--- config.mk ---
export PLATFORM = sky130hd
export DESIGN_NAME = pllq_front
export DESIGN_NICKNAME = d
export VERILOG_FILES = /design/src/hw/rtl/pllq_pkg.sv /design/src/hw/rtl/pllq_front.sv
export SDC_FILE = /design/constraint.sdc
export NUM_CORES = 1
export LEC_CHECK = 0
export BUFFER_PORTS_ARGS = -buffer_cell sky130_fd_sc_hd__buf_2
export CORE_MARGIN = 2
export CORE_UTILIZATION = 50
export CTS_CLUSTER_SIZE = 24
export DETAILED_ROUTE_END_ITERATION = 6
export PLACE_DENSITY = 0.75
export REMOVE_ABC_BUFFERS = 1
export SLEW_MARGIN = 15
export SYNTH_ARGS = -nofsm -noshare
export SYNTH_HDL_FRONTEND = slang
export SYNTH_SLANG_ARGS = --single-unit
export TNS_END_PERCENT = 20
--- constraint.sdc ---
create_clock -name clk -period 3.1 [get_ports clk]
set_clock_uncertainty 0.15 [all_clocks]
set_input_delay 0.155 -clock clk [delete_from_list [all_inputs] [get_ports clk]]
set_output_delay 0.155 -clock clk [all_outputs]
set_load 0.02 [all_outputs]
--- src/hw/rtl/pllq_pkg.sv ---
`timescale 1ns / 1ps
`default_nettype none

package pllq_pkg;

	localparam int unsigned WordWidth = 48;
	localparam int unsigned SlopeWidth = 32;
	localparam int unsigned CfgIndexWidth = 3;

	localparam logic [7:0] CODE_NODATA = 8'd255;
	localparam logic [7:0] CODE_MAX = 8'd254;
	localparam logic [7:0] CODE_ZERO = 8'd0;

	localparam logic [26:0] LOG10_2_Q28 = 27'd80807124;

	localparam logic signed [47:0] S48_MAX = 48'sh7FFF_FFFF_FFFF;
	localparam logic signed [47:0] S48_MIN = 48'sh8000_0000_0000;

	localparam logic signed [47:0] INTERCEPT_RST = 48'sd0;
	localparam logic [31:0] INV_SLOPE_RST = 32'd65536;
	localparam logic signed [47:0] CLAMP_LOW_RST = 48'sd0;
	localparam logic signed [47:0] CLAMP_HIGH_RST = 48'sd16646144;

	typedef enum logic [CfgIndexWidth-1:0] {
		REG_LOG_MODE = 3'd0,
		REG_INTERCEPT = 3'd1,
		REG_INV_SLOPE = 3'd2,
		REG_CLAMP_LOW = 3'd3,
		REG_CLAMP_HIGH = 3'd4
	} cfg_reg_t;

	typedef struct packed {
		logic signed [47:0] sample;
		logic frame_start;
	} sample_word_t;

	typedef struct packed {
		logic [7:0] pixel_code;
		logic signed [47:0] running_min;
		logic signed [47:0] running_max;
	} pixel_word_t;

	typedef struct packed {
		logic log_mode;
		logic signed [47:0] intercept;
		logic [31:0] inverse_slope;
		logic signed [47:0] clamp_low;
		logic signed [47:0] clamp_high;
	} cfg_t;

	typedef struct packed {
		logic signed [47:0] sample;
		logic nodata;
		logic signed [47:0] run_min;
		logic signed [47:0] run_max;
	} qent_t;

	// log2(1 + i / 2^bits), 30 fraction bits, by repeated squaring
	function automatic logic [29:0] log2_frac(input int unsigned i, input int unsigned bits);
		logic [63:0] x;
		logic [29:0] r;
		x = (64'd1 << 30) + (64'(i) << (30 - bits));
		r = '0;
		for (int k = 29; k >= 0; k--) begin
			x = (x * x) >> 30;
			if (x >= (64'd2 << 30)) begin
				x = x >> 1;
				r[k] = 1'b1;
			end
		end
		return r;
	endfunction

endpackage

`default_nettype wire

--- src/hw/rtl/pllq_front.sv ---
`timescale 1ns / 1ps
`default_nettype none

module pllq_front
	import pllq_pkg::*;
#(
	parameter int FRAC_BITS = 16
) (
	input wire logic clk,
	input wire logic arst_n,
	input wire logic sample_valid,
	output logic sample_ready,
	input wire sample_word_t sample_word,
	output logic push_valid,
	input wire logic push_ready,
	output qent_t push_word
);

	localparam logic [63:0] MarkRaw = 64'd9000000 << FRAC_BITS;
	localparam bit MarkSat = (MarkRaw > 64'(S48_MAX));
	localparam logic signed [47:0] MarkPos = MarkSat ? S48_MAX : MarkRaw[47:0];
	localparam logic signed [47:0] MarkNeg = MarkSat ? S48_MIN : -MarkRaw[47:0];

	logic signed [47:0] min_q;
	logic signed [47:0] max_q;
	logic signed [47:0] s;
	logic signed [47:0] base_min;
	logic signed [47:0] base_max;
	logic signed [47:0] new_min;
	logic signed [47:0] new_max;
	logic accept;

	assign sample_ready = push_ready;
	assign push_valid = sample_valid;
	assign accept = sample_valid && sample_ready;

	always_comb begin
		s = $signed(sample_word.sample);
		base_min = sample_word.frame_start ? MarkPos : min_q;
		base_max = sample_word.frame_start ? MarkNeg : max_q;
		new_max = (s > base_max) ? s : base_max;
		new_min = ((s < base_min) && (s > MarkNeg)) ? s : base_min;
		push_word.sample = s;
		push_word.nodata = (s < MarkNeg);
		push_word.run_min = new_min;
		push_word.run_max = new_max;
	end

	always_ff @(posedge clk or negedge arst_n) begin
		if (!arst_n) begin
			min_q <= MarkPos;
			max_q <= MarkNeg;
		end else if (accept) begin
			min_q <= new_min;
			max_q <= new_max;
		end
	end

endmodule

`default_nettype wire

==> results of run 1 <==
## path summary, 6_finish.rpt
kind | to | slack, ps | cells past startpoint
max | push_word[46] | -840 | 13
min | max_q[47]$_DFFE_PN1P_ | 20 | 3
max reg2reg | max_q[7]$_DFFE_PN0P_ | -370 | 13
min in group asynchronous | min_q[13]$_DFFE_PN0P_ | 210 | 2
min reg2reg | max_q[40]$_DFFE_PN1P_ | 340 | 1
max in group asynchronous | max_q[42]$_DFFE_PN1P_ | 1810 | 3
## through the flow
stage / hold WS (ps) / instances / setup TNS, ps
3_5_place_dp: 60.0 / 1365 / -89650
4_1_cts: 1.67 / 1417 / -63600
3_3_place_gp: 53.2 / 1365 / -78390
5_1_grt: 21.9 / 1430 / -109640
6_report: 16.4 / 1430 / -89430
2_1_floorplan: -291 / 767 / -545870
## synth_stat cells, types with 23 or more instances
library cell  instances  area, um^2
buf_4                53         398
nand2_1              62         233
a22o_1               28         245
dfrtp_1              69        1730
a21oi_1              49         245
dfstp_2              27         709
nor2_1               44         165
nand2b_1             69         432
mux2i_1             136        1360
inv_1                52         195
ha_1                 95        1190
nand4_1              23         144
## layout make-up
type / count / share of cell area, %
Inverter: 52 / 1.59
Clock buffer: 16 / 2.29
Multi-Input combinational cell: 619 / 45.4
Sequential cell: 96 / 19.8
Tap cell: 216 / 2.20
Timing Repair Buffer: 431 / 28.7
## power breakdown
part,switching [uW],leakage (uW),internal (uW),total (uW)
Combinational,2120,0.00514,2120,4240
Clock,510,0.000137,613,1120
Sequential,233,0.00119,1670,1900
## registers in the layout, indices dropped and copies added (netlist names)
name,cells
min_q,48
max_q,48
## tightest hold or removal path: cells and delay by family
family                 cells  cell delay, ps
buffers and inverters      2             280
AO/OA/AOI/OAI              1              90
## metal layers
metal,GRT usage (%),vias up
met5,0,-
met4,15.7,0
met3,4.87,132
met2,54.5,529
met1,40.7,4114
li1,-,3743
## repair_timing
item / in CTS / in global routing
endpoints found under the setup margin: 192 / 192
cloned: 4 / 4
hold endpoints to repair: 60 / 0
hold buffers: 24 / 0
pin swaps: 38 / 41
buffers inserted: 12 / 11
gates resized for setup: 135 / 127
## cells by family after synthesis
family,Yosys count
simple gates,234
compound gates,153
buf+inv,145
mux,137
flops,96
fa+ha+maj,95
==> qor.csv, run 1 <==
metric,value,unit
yosys warns,0,
Critical Path RT,2790,ps
Max Slew Vio Count,0,
Final #Nets,1357,
# fillers,869,
Syn Inst Count,860,
via count,8518,
Final ANT Viol Nets,0,
clk root buf,clkbuf_16,
Top Ports,200,
failing checks,setup timing,
Clock Sinks,96,
syn avg cell area,9.39,um^2
crit-path cells,"nor2_4, ha_4, a21o_1, a21o_1, a21oi_2, o21ai_2, a2111o_1, o21a_1, o21ai_4, buf_6, buf_12, mux2i_1, buf_4",
max-cap viol count,0,
Critical Path Max Stage Delay,570,ps
DIE HEIGHT,131,um
top routing layer used,met4,
pwr dens,592,mW/mm^2
Final Core Density,77.6,%
Synth Cell Area,0.00807,mm^2
static leakage,0.00647,uW
sequential fraction of the synthesis area,30.2,%
"commonest non-fill, non-tap cell in the layout",buf_4,
simple-gate area share of the yosys netlist,14.9,%
Worst path slowest cell,dfstp_2,
main flop type after synthesis,dfrtp_1,
die area,0.0172,mm^2
CTS Buf Count,9,
crit path time final,3940,ps
die width,131,um
Max-slew headroom,49.0,%
Buf/Inv on CP,3,
Compound-Gate Fraction of Synth Area,13.2,%
grt total ovfl,0,
DR DRC count,0,
Tightest Pin Transition,765,ps
Via density,5.96,
Final WS setup,-840,ps
DRT iter0 DRCs,692,
Avg WL per Cell,21.8,um
worst min path class,input port to flip-flop,
"Clk Latency, worst-skew pair",360,ps
port bufs,199,
Storage cell area,0.00244,mm^2
CTS Buffer Depth,2,
Layout area overhead,52.1,%
design area,0.0123,mm^2
proportion of synthesized area in mux cells,17.0,%
Reg-to-Reg Start,max_q[29]$_DFFE_PN1P_,
initial core utilization,51.0,%
met2 WL,15400,um
final WL,31200,um
layout cell share with drive strength beyond 1,45.1,%
Fmax achieved,254,MHz
"EDFF count, synth",0,
row count,46,
CTS tree,yes,
Core ar.,0.0158,mm^2
sum of routed wire segments on met1,11900,um
First-pass DRT Iterations,5,
Setup CP Type,flip-flop to output pin,
placed cell areas,0.0103,mm^2
all-layer global routing usage,32.3,%
Fin. Hold Viols,0,
most frequent cells in the layout,"buf_4 (252), mux2i_1 (115), buf_2 (105)",
final setup fails,192,
VDD IR max,0.350,mV
initial antenna violation count,0,
vias in the first global route,8223,
hpwl dp,18600,um
Inserted Diodes,0,
Hold Crit Start,sample_word[48],
RSZ-0062 raised after global routing,yes,
CP top delay family,compound AO/OA/AOI/OAI gates,
first-pass GRT wire length,42700,um
clock-pin slew on the worst setup and hold paths,70,ps
routability cong.,0.950,
area occupied by multi-input gates,0.00557,mm^2
Startpoint Class,flip-flop,
"FFs w/ async S/R, synth",100,%
Met3 Wirelength,2320,um
crit path DAT,3640,ps
H-tree Lvls,3,
Final period util,127,%
Final Power,7260,uW
worst-path maximum fanout,12,
largest family of logic cells by synthesized area,multiplexers,
Place WS,-664,ps
XOR/XNOR Fraction of Synth Area,0,%
critical path capture point type,output pin,
crit path from,max_q[29]$_DFFE_PN1P_,
Yosys reg bits,96,
Unique masters post-synth,47,
status,"finished, violations left",
most frequent CP cell,a21o_1,
largest net degree at the start of global routing,52,
Synth Area in Adders,14.7,%
Power figures use the tool's default switching activity.
==> run 2: changes to the inputs <==
--- a/config.mk
+++ b/config.mk
@@ -7,10 +7,10 @@
 export LEC_CHECK = 0
 export BUFFER_PORTS_ARGS = -buffer_cell sky130_fd_sc_hd__buf_2
 export CORE_MARGIN = 2
-export CORE_UTILIZATION = 50
+export CORE_UTILIZATION = 30
 export CTS_CLUSTER_SIZE = 24
 export DETAILED_ROUTE_END_ITERATION = 6
-export PLACE_DENSITY = 0.75
+export PLACE_DENSITY = 0.48
 export REMOVE_ABC_BUFFERS = 1
 export SLEW_MARGIN = 15
 export SYNTH_ARGS = -nofsm -noshare
==> qor.csv, run 2 (synthesis results as in run 1) <==
metric,value,unit
VDD IR max,0.251,mV
Via density,4.93,
Regs by FF count,"max_q: 48 flops, min_q: 48 flops",
Fin. Hold Viols,0,
Core ar.,0.0267,mm^2
RSZ-0062 raised after global routing,yes,
Max-slew headroom,61.0,%
Startpoint Class,flip-flop,
all-layer global routing usage,20.5,%
clock-pin slew on the worst setup and hold paths,80,ps
Min-Delay Path Depth,3,
Fmax achieved,271,MHz
Final Power,7200,uW
worst min path class,input port to flip-flop,
Setup CP Type,flip-flop to output pin,
CTS Buffer Depth,2,
worst-path maximum fanout,6,
routability cong.,0.814,
CTS tree,yes,
H-tree Lvls,3,
Final ANT Viol Nets,0,
largest net degree at the start of global routing,97,
final WL,29400,um
grt total ovfl,0,
worst reg2reg setup slack,-320,ps
First-pass DRT Iterations,4,
port bufs,199,
Hold Crit Endpoint,min_q[12]$_DFFE_PN0P_,
R2R Path End,min_q[44]$_DFFE_PN0P_,
DIE HEIGHT,168,um
DR DRC count,0,
Avg WL per Cell,18.4,um
final setup fails,182,
Top Ports,200,
status,"finished, violations left",
failing checks,setup timing,
Clock Sinks,96,
initial core utilization,30.3,%
die area,0.0282,mm^2
"Clk Latency, worst-skew pair",360,ps
hpwl dp,20600,um
static leakage,0.00670,uW
Max Slew Vio Count,0,
Reg2Reg Depth,15,
Final #Nets,1402,
DRT iter0 DRCs,342,
layout cell share with drive strength beyond 1,49.6,%
Critical Path RT,2790,ps
Final WS setup,-585,ps
vias in the first global route,8025,
via count,7885,
Hold Crit Start,sample_word[13],
most frequent cells in the layout,"buf_4 (312), mux2i_1 (115), buf_2 (103)",
row count,60,
Hold WS,18.3,ps
setup tns final,-61970,ps
die width,168,um
crit path time final,3680,ps
CTS Buf Count,9,
Inserted Diodes,0,
"commonest non-fill, non-tap cell in the layout",buf_4,
initial antenna violation count,0,
Final Core Density,48.3,%
clk root buf,clkbuf_16,
crit path DAT,3380,ps
first-pass GRT wire length,45200,um
max-cap viol count,0,
Layout area overhead,59.6,%
# fillers,2507,
Final period util,119,%
Tightest Pin Transition,583,ps
pwr dens,559,mW/mm^2
critical path capture point type,output pin,
Place WS,-803,ps
Reg-to-Reg Start,min_q[35]$_DFFE_PN1P_,
run 2: worst max-delay path, stage by stage, from the launching register on:
cell,delay [ps]
dfstp_2,580
nor2_4,50
ha_4,210
a21o_1,170
a21o_1,180
a21oi_2,140
o21ai_2,80
a2111o_1,410
o21a_1,230
o21ai_4,200
buf_12,140
buf_12,130
buf_12,130
mux2i_2,200
buf_4,170
run 2: per-layer routing:
layer	up-vias	global-route usage, %	share of wire, %
met5	-	0	0
met4	0	5.56	1.3
met3	25	1.74	3.1
met2	182	33.9	48
met1	3854	28.7	48
li1	3824	-	-
run 2: worst max-delay path by stage:
stage / from / to / slack, ps / cells after the start
floorplan: min_q[35]$_DFFE_PN1P_ / min_q[22]$_DFFE_PN1P_ / -4670 / 10
CTS: max_q[29]$_DFFE_PN1P_ / push_word[15] / -560 / 14
finish: max_q[29]$_DFFE_PN1P_ / push_word[3] / -580 / 14
global placement: sample_word[0] / push_word[71] / -840 / 17
global route: max_q[45]$_DFFE_PN1P_ / push_word[16] / -720 / 14
detailed placement: sample_word[0] / push_word[71] / -800 / 17
run 2: final cells by class:
cell class / count / area, um^2 / area share [%]
tap: 341 / 427 / 3.31
timing repair buffer: 476 / 3890 / 30.2
sequential: 96 / 2440 / 18.9
clock buffer: 11 / 243 / 1.88
multi-input combinational: 619 / 5660 / 44.0
inverter: 52 / 195 / 1.52
clock inverter: 5 / 31.3 / 0.243
run 2: where the power goes:
part	internal, uW	switching (uW)	total, uW
sequential	1670	207	1870
combinational	2220	2030	4250
clock	566	516	1080
total	4450	2750	7200
run 2: what timing repair did:
item / 4_1_cts / 5_1_grt
setup endpoints to repair: 192 / 192
pin swaps: 44 / 41
gates cloned: 8 / 3
buffers inserted: 34 / 5
gates resized for setup: 189 / 90
endpoints found under the hold margin: 78 / 0
hold buffers: 10 / 0
run 2: through the flow:
| step | instances | cell area [um^2] |
|---|---|---|
| CTS | 1596 | 12400 |
| global placement | 1531 | 10800 |
| detailed placement | 1531 | 10800 |
| finish | 1600 | 12900 |
| floorplan | 767 | 7460 |
| global route | 1600 | 12900 |
==> run 3: changes to the inputs <==
--- a/config.mk
+++ b/config.mk
@@ -11,6 +11,7 @@
 export CTS_CLUSTER_SIZE = 24
 export DETAILED_ROUTE_END_ITERATION = 6
 export PLACE_DENSITY = 0.48
+export RECOVER_POWER = 100
 export REMOVE_ABC_BUFFERS = 1
 export SLEW_MARGIN = 15
 export SYNTH_ARGS = -nofsm -noshare
==> qor.csv, run 3 (synthesis results as in run 1) <==
metric,value,unit
status,"finished, violations left",
failing checks,"capacitance limit, slew limit, setup timing",
Core ar.,0.0267,mm^2
Final ANT Viol Nets,0,
crit path DAT,3380,ps
Max-slew headroom,-73.6,%
via count,7867,
clock-pin slew on the worst setup and hold paths,80,ps
Fin. Hold Viols,0,
Layout area overhead,58.6,%
RSZ-0062 raised after global routing,yes,
VDD IR max,0.250,mV
die area,0.0282,mm^2
placed cell areas,0.0108,mm^2
Critical Path RT,2790,ps
grt total ovfl,0,
vias in the first global route,8025,
Hold Crit Start,sample_word[13],
R2R Path End,min_q[44]$_DFFE_PN0P_,
DR DRC count,0,
First-pass DRT Iterations,5,
H-tree Lvls,3,
all-layer global routing usage,20.5,%
Clock Sinks,96,
Reg-to-Reg Start,min_q[35]$_DFFE_PN1P_,
Final Core Density,48.0,%
Hold Crit Endpoint,min_q[12]$_DFFE_PN0P_,
hpwl dp,20600,um
Via density,4.92,
first-pass GRT wire length,45200,um
# fillers,2533,
pwr dens,562,mW/mm^2
Avg WL per Cell,18.4,um
crit-path cells,"nor2_4, ha_4, a21o_1, a21o_1, a21oi_2, o21ai_2, a2111o_1, o21a_1, o21ai_4, buf_12, buf_12, buf_12, mux2i_2, buf_4",
Final period util,119,%
max-cap viol count,1,
Reg2Reg Depth,15,
row count,60,
Hold WS,19.5,ps
Inserted Diodes,0,
worst reg2reg setup slack,-320,ps
worst-path maximum fanout,6,
Fmax achieved,272,MHz
routability cong.,0.814,
final WL,29400,um
static leakage,0.00655,uW
DRT iter0 DRCs,350,
Tightest Pin Transition,2600,ps
worst min path class,input port to flip-flop,
port bufs,199,
final setup fails,182,
Startpoint Class,flip-flop,
most frequent cells in the layout,"buf_4 (310), mux2i_1 (115), ha_1 (79)",
"Clk Latency, worst-skew pair",360,ps
Critical Path Max Stage Delay,570,ps
"commonest non-fill, non-tap cell in the layout",buf_4,
Final WS setup,-582,ps
design area,0.0128,mm^2
CTS Buffer Depth,2,
Max Slew Vio Count,97,
Final Power,7190,uW
clk root buf,clkbuf_16,
die width,168,um
initial core utilization,30.3,%
initial antenna violation count,0,
layout cell share with drive strength beyond 1,45.5,%
most frequent CP cell,buf_12,
Top Ports,200,
Setup CP Type,flip-flop to output pin,
CTS Buf Count,9,
Regs by FF count,"max_q: 48 flops, min_q: 48 flops",
critical path capture point type,output pin,
CTS tree,yes,
Min-Delay Path Depth,3,
Final #Nets,1402,
Worst path slowest cell,dfstp_2,
DIE HEIGHT,168,um
largest net degree at the start of global routing,97,
crit path time final,3680,ps
## run 3: cell types whose count changed in the layout (fill, tap and decap cells not counted)
cell | before | now
clkbuf_1 | 1 | 52
buf_2 | 103 | 53
buf_12 | 22 | 21
buf_4 | 312 | 310
clkbuf_2 | 0 | 1
clkbuf_4 | 0 | 1
## run 3: routing by layer
metal,vias to the layer above,routed length [um],track usage [%]
li1,3828,-,-
met1,3845,14200,28.7
met2,171,14000,33.9
met3,23,886,1.74
met4,0,376,5.56
met5,-,0,0
## run 3: power by group
part	internal, uW	switching, uW	total (uW)
Sequential	1670	207	1870
Clock	566	515	1080
Combinational	2200	2030	4240
Total	4440	2750	7190
## run 3: cell type report
cell class | count | area, um^2 | area share (%)
inverter | 52 | 195 | 1.52
timing repair buffer | 476 | 3810 | 29.7
clock buffer | 11 | 243 | 1.90
tap | 341 | 427 | 3.33
multi-input combinational | 619 | 5660 | 44.2
clock inverter | 5 | 31.3 | 0.244
sequential | 96 | 2440 | 19.0
## run 3: worst max path at each step
stage	startpoint	to	slack, ps
CTS	max_q[29]$_DFFE_PN1P_	push_word[15]	-560
global route	max_q[45]$_DFFE_PN1P_	push_word[16]	-720
floorplan	min_q[35]$_DFFE_PN1P_	min_q[22]$_DFFE_PN1P_	-4670
global placement	sample_word[0]	push_word[71]	-840
finish	max_q[29]$_DFFE_PN1P_	push_word[3]	-580
detailed placement	sample_word[0]	push_word[71]	-800
## run 3: metrics by stage
| stage | TNS (ps) | std cells | setup WS (ps) |
|---|---|---|---|
| floorplan | -545870 | 767 | -4670 |
| global placement | -103990 | 1531 | -842 |
| CTS | -61990 | 1596 | -559 |
| finish | -61450 | 1600 | -582 |
| global route | -98810 | 1600 | -716 |
| detailed placement | -106580 | 1531 | -803 |
## run 3: timing repair
| item | in CTS | in global routing |
|---|---|---|
| gates cloned | 8 | 3 |
| resized for setup | 189 | 90 |
| setup endpoints to repair | 192 | 192 |
| hold endpoints to repair | 78 | 0 |
| pin swaps | 44 | 41 |
| buffers inserted | 34 | 5 |
| hold buffers | 10 | 0 |
## run 3: worst max-delay path: cells and delay by family (launching register included)
family	cells	cell delay, ps
AND/OR/NAND/NOR	1	50
flip-flops	1	570
buffers and inverters	4	570
adder cells (fa/ha/maj)	1	210
AO/OA/AOI/OAI	7	1410
multiplexers	1	200
