[config.mk]
export PLATFORM = sky130hd
export DESIGN_NAME = pllq_queue
export DESIGN_NICKNAME = d
export VERILOG_FILES = /design/src/hw/rtl/pllq_pkg.sv /design/src/hw/rtl/pllq_queue.sv
export SDC_FILE = /design/constraint.sdc
export NUM_CORES = 1
export LEC_CHECK = 0
export BUFFER_PORTS_ARGS = -buffer_cell sky130_fd_sc_hd__buf_2
export CAP_MARGIN = 40
export CELL_PAD_IN_SITES_DETAIL_PLACEMENT = 1
export CELL_PAD_IN_SITES_GLOBAL_PLACEMENT = 1
export CORE_ASPECT_RATIO = 1.5
export CORE_MARGIN = 3
export CORE_UTILIZATION = 44
export DETAILED_ROUTE_END_ITERATION = 7
export PLACE_DENSITY_LB_ADDON = 0.1
export SLEW_MARGIN = 5
export SYNTH_ARGS = -nofsm -noshare
export SYNTH_HDL_FRONTEND = slang
export SYNTH_SLANG_ARGS = --single-unit
export TNS_END_PERCENT = 50
[constraint.sdc]
create_clock -name clk -period 8.9 [get_ports clk]
set_input_delay 1.335 -clock clk [delete_from_list [all_inputs] [get_ports clk]]
set_output_delay 1.335 -clock clk [all_outputs]
set_load 0.03 [all_outputs]
[src/hw/rtl/pllq_pkg.sv]
`timescale 1ns / 1ps
`default_nettype none

package pllq_pkg;

	localparam int unsigned WordWidth = 48;
	localparam int unsigned SlopeWidth = 32;
	localparam int unsigned CfgIndexWidth = 3;

	localparam logic [7:0] CODE_NODATA = 8'd255;
	localparam logic [7:0] CODE_MAX = 8'd254;
	localparam logic [7:0] CODE_ZERO = 8'd0;

	localparam logic [26:0] LOG10_2_Q28 = 27'd80807124;

	localparam logic signed [47:0] S48_MAX = 48'sh7FFF_FFFF_FFFF;
	localparam logic signed [47:0] S48_MIN = 48'sh8000_0000_0000;

	localparam logic signed [47:0] INTERCEPT_RST = 48'sd0;
	localparam logic [31:0] INV_SLOPE_RST = 32'd65536;
	localparam logic signed [47:0] CLAMP_LOW_RST = 48'sd0;
	localparam logic signed [47:0] CLAMP_HIGH_RST = 48'sd16646144;

	typedef enum logic [CfgIndexWidth-1:0] {
		REG_LOG_MODE = 3'd0,
		REG_INTERCEPT = 3'd1,
		REG_INV_SLOPE = 3'd2,
		REG_CLAMP_LOW = 3'd3,
		REG_CLAMP_HIGH = 3'd4
	} cfg_reg_t;

	typedef struct packed {
		logic signed [47:0] sample;
		logic frame_start;
	} sample_word_t;

	typedef struct packed {
		logic [7:0] pixel_code;
		logic signed [47:0] running_min;
		logic signed [47:0] running_max;
	} pixel_word_t;

	typedef struct packed {
		logic log_mode;
		logic signed [47:0] intercept;
		logic [31:0] inverse_slope;
		logic signed [47:0] clamp_low;
		logic signed [47:0] clamp_high;
	} cfg_t;

	typedef struct packed {
		logic signed [47:0] sample;
		logic nodata;
		logic signed [47:0] run_min;
		logic signed [47:0] run_max;
	} qent_t;

	// log2(1 + i / 2^bits), 30 fraction bits, by repeated squaring
	function automatic logic [29:0] log2_frac(input int unsigned i, input int unsigned bits);
		logic [63:0] x;
		logic [29:0] r;
		x = (64'd1 << 30) + (64'(i) << (30 - bits));
		r = '0;
		for (int k = 29; k >= 0; k--) begin
			x = (x * x) >> 30;
			if (x >= (64'd2 << 30)) begin
				x = x >> 1;
				r[k] = 1'b1;
			end
		end
		return r;
	endfunction

endpackage

`default_nettype wire

[src/hw/rtl/pllq_queue.sv]
`timescale 1ns / 1ps
`default_nettype none

module pllq_queue
	import pllq_pkg::*;
(
	input wire logic clk,
	input wire logic arst_n,
	input wire logic push_valid,
	output logic push_ready,
	input wire qent_t push_word,
	output logic pop_valid,
	input wire logic pop_ready,
	output qent_t pop_word
);

	qent_t entry_q [2];
	logic wr_ptr_q;
	logic rd_ptr_q;
	logic [1:0] count_q;
	logic push;
	logic pop;

	assign push_ready = (count_q != 2'd2);
	assign pop_valid = (count_q != 2'd0);
	assign push = push_valid && push_ready;
	assign pop = pop_valid && pop_ready;
	assign pop_word = entry_q[rd_ptr_q];

	always_ff @(posedge clk) begin
		if (push) begin
			entry_q[wr_ptr_q] <= push_word;
		end
	end

	always_ff @(posedge clk or negedge arst_n) begin
		if (!arst_n) begin
			wr_ptr_q <= 1'b0;
			rd_ptr_q <= 1'b0;
			count_q <= 2'd0;
		end else begin
			if (push) begin
				wr_ptr_q <= !wr_ptr_q;
			end
			if (pop) begin
				rd_ptr_q <= !rd_ptr_q;
			end
			if (push && !pop) begin
				count_q <= count_q + 2'd1;
			end else if (pop && !push) begin
				count_q <= count_q - 2'd1;
			end
		end
	end

endmodule

`default_nettype wire

==> results of run 1 <==
[synth_stat cells]
master | n | area share
or2_2 | 1 | 0.00058
nand2b_1 | 1 | 0.00058
and3_1 | 1 | 0.00058
nand2_1 | 2 | 0.00070
buf_6 | 6 | 0.0063
dfrtp_1 | 4 | 0.0093
clkbuf_8 | 10 | 0.013
nor2_1 | 2 | 0.00070
inv_1 | 1 | 0.00035
xnor2_1 | 3 | 0.0024
ha_1 | 1 | 0.0012
edfxtp_1 | 290 | 0.81
mux2_2 | 145 | 0.15
xor2_1 | 2 | 0.0016
[cell families (layout without fill, tap and decap cells)]
| group | after synthesis | count (layout) |
|---|---|---|
| buffers and inverters | 17 | 351 |
| adders and majority gates | 1 | 1 |
| other | 0 | 4 |
| and+or+nand+nor | 7 | 7 |
| DFF | 294 | 294 |
| xor gates and xnor gates | 5 | 5 |
| muxes | 145 | 145 |
[registers in the layout, indices dropped and copies added, names as in the netlist]
register  cells
wr_ptr_q      1
rd_ptr_q      1
count_q       2
entry_q     290
[final cells by class]
cell class,instances,area (sq um),share of cell area
diodes,4,10.0,0.000745
well taps,319,399,0.0297
clock buffers,33,741,0.0551
repair buffers,303,1600,0.119
inverters,1,3.75,0.000279
flip-flops and latches,294,8810,0.656
clock inverters,14,139,0.0103
multi-input cells,158,1740,0.129
[cell usage in the layout (no fill, tap or decap)]
master / Yosys / final
mux2_2: 145 / 145
xor2_1: 2 / 2
inv_1: 1 / 1
xnor2_1: 3 / 3
ha_1: 1 / 1
buf_16: 0 / 3
nand2b_1: 1 / 1
buf_2: 0 / 295
nand2_1: 2 / 2
clkinv_4: 0 / 1
diode_2: 0 / 4
clkinv_1: 0 / 8
or2_2: 1 / 1
dfrtp_4: 0 / 1
clkbuf_1: 0 / 4
dfrtp_1: 4 / 3
and3_4: 0 / 1
bufinv_16: 0 / 3
clkinv_2: 0 / 2
nor2_4: 0 / 1
clkbuf_16: 0 / 29
nor2_1: 2 / 1
edfxtp_1: 290 / 290
buf_4: 0 / 5
[worst min-delay path by stage]
stage / endpoint / startpoint / cells past startpoint / slack [ns]
after global routing: count_q[1] / count_q[1] / 1 / 0.53
after global placement: count_q[1] / count_q[1] / 1 / 0.48
after CTS: count_q[1] / count_q[1] / 1 / 0.50
after detailed placement: count_q[1] / count_q[1] / 1 / 0.49
final: count_q[1] / count_q[1] / 1 / 0.50
after floorplan: count_q[1] / count_q[1] / 1 / 0.46
[per-layer routing]
metal | vias up | wire (microns) | GRT usage
met5 | - | 36 | 0
met4 | 6 | 503 | 0.0560
met3 | 40 | 1900 | 0.0568
met2 | 217 | 12700 | 0.311
met1 | 2771 | 8250 | 0.186
li1 | 2505 | - | -
[through the flow]
step                worst slack [ns]  cell area (sq um)  hold slack, ns
floorplan                      0.792              10700           0.456
CTS                             4.45              13400           0.502
global placement                4.89              12500           0.481
finish                          4.50              13400           0.495
global route                    4.35              13400           0.532
detailed placement              5.00              12500           0.491
[power breakdown]
part           switching (W)  total (W)  internal, W
clock               0.000476    0.00115     0.000673
combinational        0.00116    0.00174     0.000588
sequential          0.000107    0.00200      0.00189
total                0.00174    0.00489      0.00315
==> summary.txt, run 1 <==
Status: finished clean
Worst R2R Setup Slack: 5.84 ns
MaxCap Viol Count: 0
Slowest CP cell: dfrtp_4
Pleak: 5.01 nW
Final setup fails: 0
Post-synthesis sequential area ratio: 0.820
First-pass GRT wire length: 34,700 microns
Share of cells above drive strength 1: 0.606
Critical R2R Capture: entry_q[1][115]
Maximum clock frequency: 0.227 GHz
CP required: 7.57 ns
PostCTS Resize Cnt: 0
CTS clk-pin slew, worst paths: 0.06 ns
CP max FO: 64
Post-synthesis mux area share: 0.152
Syn_nets: 619
Worst slew margin: 0.410
Via Count: 5,539
Synth Area in Simple Gates: 0.00315
Total Power: 0.00489 W
Setup TNS: 0 ns
CTS tree: built
Synth cell types: 14
Die footprint: 26,400 sq um
Die width: 134 microns
IO Count: 296
Critical path endpoint: pop_word[62]
Power per cell area: 364 nW/um^2
Synthesis warning total: 0
DRC: 0
FF+latch count, synth: 294
Global route total overflow: 0
Crit-path max cell delay: 0.77 ns
Critical path buffers and inverters: 3
CORE AREA: 23,800 sq um
Total CTS buffers: 28
Mean Syn Cell Area: 22.9 sq um
Post-detail-place hpwl: 16,000 microns
Worst-Margin Slew: 0.885 ns
DRT antenna net count: 0
1st-iter DRT viols: 163
Clock sinks: 294
GPL Wtd Cong: 0.742
Adder and majority cell fraction of the synthesized area: 0.00116
Arrival @ worst endpoint: 3.07 ns
Rows: 69
Endpoints failing hold: 0
Mapped Cells: 469
Vias in the first global route: 6,126
Number of vias per cell: 4.92
Die Height: 197 microns
Post-route insts no fill: 1,126
Compound-Gate Fraction of Synth Area: 0
CP endpoint kind: output pin
H-tree lvl count: 1
# hold bufs at CTS: 0
Worst setup SP type: flip-flop
Slew Viols, Final: 0
Largest net degree at the start of global routing: 65
Starting density of the core: 0.451
Crit-path cells: buf_16, buf_4, mux2_2, buf_2
Skew-Pair Late Insertion Delay: 0.54 ns
Hold Path Class: flip-flop to flip-flop
Largest delay share family, worst path: buffers and inverters
Clk buf depth: 3
Maximum vdd ir drop: 0.000216 V
RR Startpoint: count_q[0]
Placed Cells: 1,075
Crit. path cell count: 4
Setup CP Type: flip-flop to output pin
Routed len/inst: 20.8 microns
Final core utilization: 0.564
Setup Fix Bufs, Post-CTS: 0
Largest family of logic cells by synthesized area: multiplexers
Fin Clk Skew: 0.0165 ns
Total track usage: 0.170
RSZ-0062 raised after global routing: false
Final net count: 936
Period utilisation layout: 0.495
Drt total wl: 23,400 microns
Synth Area in XOR/XNOR: 0.00408
Reg2Reg Depth: 4
Antenna violations before repair: 7
Fin crit period: 4.40 ns
Initial DRT Pass Iterations: 4
P&R area growth vs syn: 25.1%
Fillers: 2,260
IO Port Bufs: 295
Synth Cell Area: 10,700 sq um
Worst setup path startpoint: rd_ptr_q
Clock Tree Root: clkbuf_16
Note: power is estimated with default switching activity, not from simulation.
==> run 2, diff against run 1 <==
Settings changed: CORE_UTILIZATION 44 to 40.
Clock period 8.9 ns to 4 ns, I/O delays scaled along.
==> run 2 against run 1 <==
Cell area grew 1.0%. Power grew 130%. Hold slack lost 0.23 ns. Utilization shrank 4.4 points. Largest cell class unchanged. Final cell count grew 1.7%.
==> summary.txt, run 2 (synthesis results as in run 1) <==
Vias in the first global route: 6,246 (+2.0%)
Maximum vdd ir drop: 0.000510 V (+140%)
CP max FO: 42 (-34%)
GR Util met1: 0.165 (-0.0211)
Endpoints failing hold: 0 (unchanged)
Worst R2R Setup Slack: 1.85 ns (-3.99 ns)
Most common cell after layout, fill and taps aside: buf_2
Antenna violations before repair: 3 (-4)
Worst setup SP type: flip-flop
P&R area growth vs syn: 26.4%
First-pass GRT wire length: 34,400 microns (-0.78%)
Die footprint: 28,900 sq um (+9.6%)
DRC: 0 (unchanged)
Rows: 72 (+4.3%)
M3 GR Usage: 0.0387 (-0.0181)
Setup Fix Bufs, Post-CTS: 0 (unchanged)
Combinational power share: 0.354 (-0.002)
Post-detail-place hpwl: 16,000 microns (-0.18%)
Most flop-heavy register: entry_q
Slew Viols, Final: 0 (unchanged)
Net Sw Power: 0.00389 W (+120%)
GRT busiest layer: met2
DRT antenna net count: 0 (unchanged)
Worst slew margin: 0.568 (+0.158)
Crit-path max cell delay: 0.60 ns (-0.17 ns)
Via Count: 5,570 (+0.56%)
Global route total overflow: 0 (unchanged)
Met2 capacity usage during global routing: 0.290 (-0.0206)
Largest registers: entry_q: 290 flops, count_q: 2 flops
Area of the multi-input gates: 1740 sq um (unchanged)
Skew-Pair Late Insertion Delay: 0.53 ns (about the same)
Largest delay share family, worst path: buffers and inverters
MaxCap Viol Count: 0 (unchanged)
Die Height: 207 microns (+4.7%)
IO Port Bufs: 295 (unchanged)
Final net count: 938 (+0.21%)
1st-iter DRT viols: 178 (+9.2%)
Final setup fails: 0 (unchanged)
Sequential cell area: 8810 sq um (unchanged)
Maximum clock frequency: 0.343 GHz
Clock Tree Root: clkbuf_16
CORE AREA: 26,100 sq um (+9.6%)
Clock share of power: 0.251 (+0.016)
Period utilisation layout: 0.728
Die width: 140 microns (+4.7%)
Setup CP Type: flip-flop to output pin
Total track usage: 0.153 (-0.0172)
Total Power: 0.0111 W (+130%)
Clk buf depth: 3 (unchanged)
Fin crit period: 2.91 ns
Total CTS buffers: 28 (unchanged)
Fillers: 2,498 (+11%)
Slowest CP cell: dfrtp_4
H-tree lvl count: 1 (unchanged)
Max reg flops: 290 (unchanged)
Status: finished clean
Power per cell area: 819 nW/um^2 (+120%)
Drt total wl: 23,200 microns (-1.2%)
Sw Share: 0.350 (-0.00501)
Starting density of the core: 0.411 (-0.0396)
Sequential fraction of design power: 0.395 (-0.014)
Worst-Margin Slew: 0.648 ns (-0.237 ns)
Pleak: 5.07 nW (+1.2%)
Final core utilization: 0.520 (-0.0443)
RSZ-0062 raised after global routing: false
CP endpoint kind: output pin
Routed len/inst: 20.2 microns (-2.8%)
Clock sinks: 294 (unchanged)
Fin Hold WS: 0.261 ns (-0.234 ns)
Fin Clk Skew: 0.0117 ns (-0.00489 ns)
IO Count: 296 (unchanged)
Most frequent cells in the layout: buf_2, edfxtp_1, mux2_2, clkbuf_16, clkinv_1
CTS clk-pin slew, worst paths: 0.06 ns (about the same)
Share of cells above drive strength 1: 0.610 (+0.00340)
CP required: 3.40 ns (-4.17 ns)
Cell-internal power: 0.00723 W (+130%)
Initial DRT Pass Iterations: 4 (unchanged)
GPL Wtd Cong: 0.740 (-0.32%)
Crit-path cells: buf_4, mux2_2, buf_2
Hold Path Class: input port to flip-flop
Number of vias per cell: 4.86 (-1.1%)
CTS tree: built
Critical path buffers and inverters: 2 (-1)
Largest net degree at the start of global routing: 88 (+35%)
Arrival @ worst endpoint: 2.31 ns (-0.76 ns)
==> run 2: power by group through the flow <==
stage	clock network [W]	registers, W	logic (W)
floorplan	0	0.00445	0.00298
global placement	0	0.00443	0.00395
detailed placement	0	0.00447	0.00400
CTS	0.00288	0.00441	0.00401
global route	0.00299	0.00447	0.00418
finish	0.00279	0.00440	0.00393
==> run 2: layout make-up <==
| type | instances | share of cell area |
|---|---|---|
| diodes | 2 | 0.000369 |
| clock buffers | 32 | 0.0543 |
| clock inverters | 20 | 0.0183 |
| inverters | 1 | 0.000277 |
| multi-input cells | 158 | 0.128 |
| flip-flops and latches | 294 | 0.649 |
| well taps | 333 | 0.0307 |
| repair buffers | 305 | 0.119 |
==> run 2: per-layer routing <==
metal	vias to the layer above	part of all wire
met5	-	0.0012
met4	4	0.030
met3	47	0.069
met2	206	0.55
met1	2801	0.35
li1	2512	-
==> run 2: repair_timing <==
action / CTS / global route
hold buffers: 1 / 0
gates resized for setup: 0 / 0
endpoints found under the hold margin: 4 / 0
==> run 2: final timing paths <==
| check | startpoint | endpoint | cells past startpoint |
|---|---|---|---|
| setup reg to reg | count_q[0] | entry_q[1][116] | 3 |
| max in group asynchronous | arst_n | rd_ptr_q | 2 |
| setup / recovery | rd_ptr_q | pop_word[40] | 3 |
| min in group asynchronous | arst_n | count_q[0] | 2 |
| hold / removal | push_word[29] | entry_q[1][29] | 1 |
| hold reg to reg | count_q[1] | count_q[1] | 1 |
==> run 2: stage by stage <==
stage	cell area [sq um]	worst slack, ns	cells	TNS [ns]
after CTS	13600	1.04	1143	0
after floorplan	10700	-0.682	469	-98.95
after detailed placement	12600	1.64	1090	0
after global placement	12600	1.66	1089	0
after global routing	13600	0.960	1143	0
final	13600	1.09	1145	0
==> run 2: worst reg2reg max path: cells and delay by family, from the launching register on <==
family	cells	cell delay [ns]
simple gates	2	0.82
buf+inv	1	0.49
flops	1	0.42
==> run 3, diff against run 2 <==
Clock period 4 ns to 2.4 ns, I/O delays scaled along.
==> run 3 against run 2 <==
Clock-buffer cell count grew 1. Worst setup slack lost 0.97 ns. Non-clock buffer count grew 116. Global-route usage grew 1.3 points. Power grew 65%. Critical path depth is the same. Combinational power grew 75%. First-iteration DRC count grew 27%. Cell area grew 8.0%. Wire length grew 10%. Flip-flop and latch count is the same. Utilization grew 4.2 points. Largest power group unchanged. Highest routed layer is now met4.
==> summary.txt, run 3 (synthesis results as in run 1) <==
Die Height: 207 microns (unchanged)
Period utilisation layout: 0.949
Final antenna diode count: 0 (-2)
Endpoints failing hold: 0 (unchanged)
Most flop-heavy register: entry_q
Initial DRT Pass Iterations: 6 (+2)
Fin crit period: 2.28 ns
Total Power: 0.0183 W (+65%)
Clock Tree Root: clkbuf_16
Vias in the first global route: 6,716 (+7.5%)
Via Count: 6,020 (+8.1%)
Antenna violations before repair: 0 (-3)
Drt total wl: 25,500 microns (+10%)
Pleak: 5.51 nW (+8.8%)
DP Worst Slack: 0.570 ns (-1.07 ns)
Die footprint: 28,900 sq um (unchanged)
Fillers: 2,435 (-2.5%)
First-pass GRT wire length: 37,700 microns (+9.6%)
Share of cells above drive strength 1: 0.531 (-0.0791)
Clk buf depth: 3 (unchanged)
CTS clk-pin slew, worst paths: 0.06 ns (about the same)
Final net count: 1,055 (+12%)
Maximum clock frequency: 0.439 GHz
MaxCap Viol Count: 0 (unchanged)
CP required: 2.04 ns (-1.36 ns)
Slew Viols, Final: 0 (unchanged)
Arrival @ worst endpoint: 1.92 ns (-0.39 ns)
Fin Clk Skew: 0.00430 ns (-0.00736 ns)
Post-detail-place hpwl: 16,400 microns (+2.6%)
P&R area growth vs syn: 36.5%
H-tree lvl count: 1 (unchanged)
Max reg flops: 290 (unchanged)
Starting density of the core: 0.411 (unchanged)
Maximum vdd ir drop: 0.000851 V (+67%)
Worst-Margin Slew: 0.478 ns (-0.171 ns)
CTS tree: built
RSZ-0062 raised after global routing: false
Global route total overflow: 0 (unchanged)
Largest net degree at the start of global routing: 80 (-9.1%)
Power per cell area: 1250 nW/um^2 (+53%)
Area of the multi-input gates: 1750 sq um (+0.87%)
CORE AREA: 26,100 sq um (unchanged)
Final worst setup slack: 0.122 ns (-0.966 ns)
1st-iter DRT viols: 226 (+27%)
Most frequent cells in the layout: buf_2, edfxtp_1, mux2_2, dlygate4sd3_1, clkbuf_16
Status: finished clean
Hold Path Class: input port to flip-flop
IO Count: 296 (unchanged)
Skew-Pair Late Insertion Delay: 0.53 ns (about the same)
Die width: 140 microns (unchanged)
Total CTS buffers: 29 (+3.6%)
Post-route insts no fill: 1,258 (+9.9%)
Most common cell after layout, fill and taps aside: buf_2
Sequential cell area: 8810 sq um (unchanged)
Largest registers: entry_q: 290 flops, count_q: 2 flops
Routed len/inst: 20.3 microns (+0.37%)
Final setup fails: 0 (unchanged)
Number of vias per cell: 4.79 (-1.6%)
Worst slew margin: 0.682 (+0.114)
Worst setup SP type: flip-flop
DRC: 0 (unchanged)
CP endpoint kind: output pin
Setup CP Type: flip-flop to output pin
IO Port Bufs: 295 (unchanged)
Setup Fix Bufs, Post-CTS: 0 (unchanged)
Placed Cells: 1,088 (-0.18%)
GPL Wtd Cong: 0.715 (-3.3%)
Total track usage: 0.167 (+0.0135)
CP max FO: 37 (-12%)
DRT antenna net count: 0 (unchanged)
Clock sinks: 294 (unchanged)
Rows: 72 (unchanged)
-- run 3: cell types whose count changed in the layout (fill, tap and decap cells not counted), moves of 2 or more --
cell	previous run	this run
dlygate4sd3_1	1	118
clkinv_1	8	10
inv_6	2	0
buf_4	4	0
bufinv_16	6	1
diode_2	2	0
-- run 3: layout make-up --
cell class | count | area share
Inverter | 1 | 0.000256
Tap cell | 333 | 0.0284
Timing Repair Buffer | 421 | 0.193
Sequential cell | 294 | 0.601
Clock buffer | 33 | 0.0505
Multi-Input combinational cell | 158 | 0.119
Clock inverter | 18 | 0.00760
-- run 3: repair_timing --
item	CTS	global route
resized for setup	2	1
endpoints found under the hold margin	209	20
cloned	0	1
endpoints found under the setup margin	17	6
hold buffers	106	12
-- run 3: per-stage QoR --
step	setup TNS [ns]	utilization	hold slack [ns]	cell area, sq um
CTS	0	0.555	0.000455	14500
global route	0	0.561	0.000352	14700
detailed placement	0	0.482	0.187	12600
floorplan	-190.56	-	0.0644	10800
finish	0	0.561	0.0281	14700
global placement	0	0.482	0.175	12600
-- run 3: final timing paths --
| path | slack [ns] | start | end | depth (start not counted) |
|---|---|---|---|---|
| setup / recovery | 0.12 | rd_ptr_q | pop_word[31] | 3 |
| hold / removal | 0.03 | push_word[37] | entry_q[0][37] | 1 |
| setup reg to reg | 0.63 | count_q[0] | entry_q[1][71] | 3 |
| hold reg to reg | 0.56 | count_q[1] | count_q[1] | 1 |
| max in group asynchronous | 2.02 | arst_n | rd_ptr_q | 2 |
| min in group asynchronous | 0.22 | arst_n | count_q[1] | 2 |
-- run 3: power breakdown --
part	leakage, nW	switching [W]	internal, W
clock network	0.418	0.00182	0.00230
logic	2.35	0.00448	0.00240
registers	2.74	0.000320	0.00702
total	5.51	0.00662	0.0117
-- run 3: worst max-delay path: stages, from the launching register on --
cell and delay (ns):
dfrtp_4 0.51, buf_8 0.29, mux2_2 0.39, buf_2 0.18
-- run 3: per-layer routing --
layer / part of all wire / track usage / vias up
met5: 0 / 0 / -
met4: 0.021 / 0.0443 / 0
met3: 0.055 / 0.0355 / 39
met2: 0.57 / 0.327 / 210
met1: 0.36 / 0.180 / 3033
li1: - / - / 2738
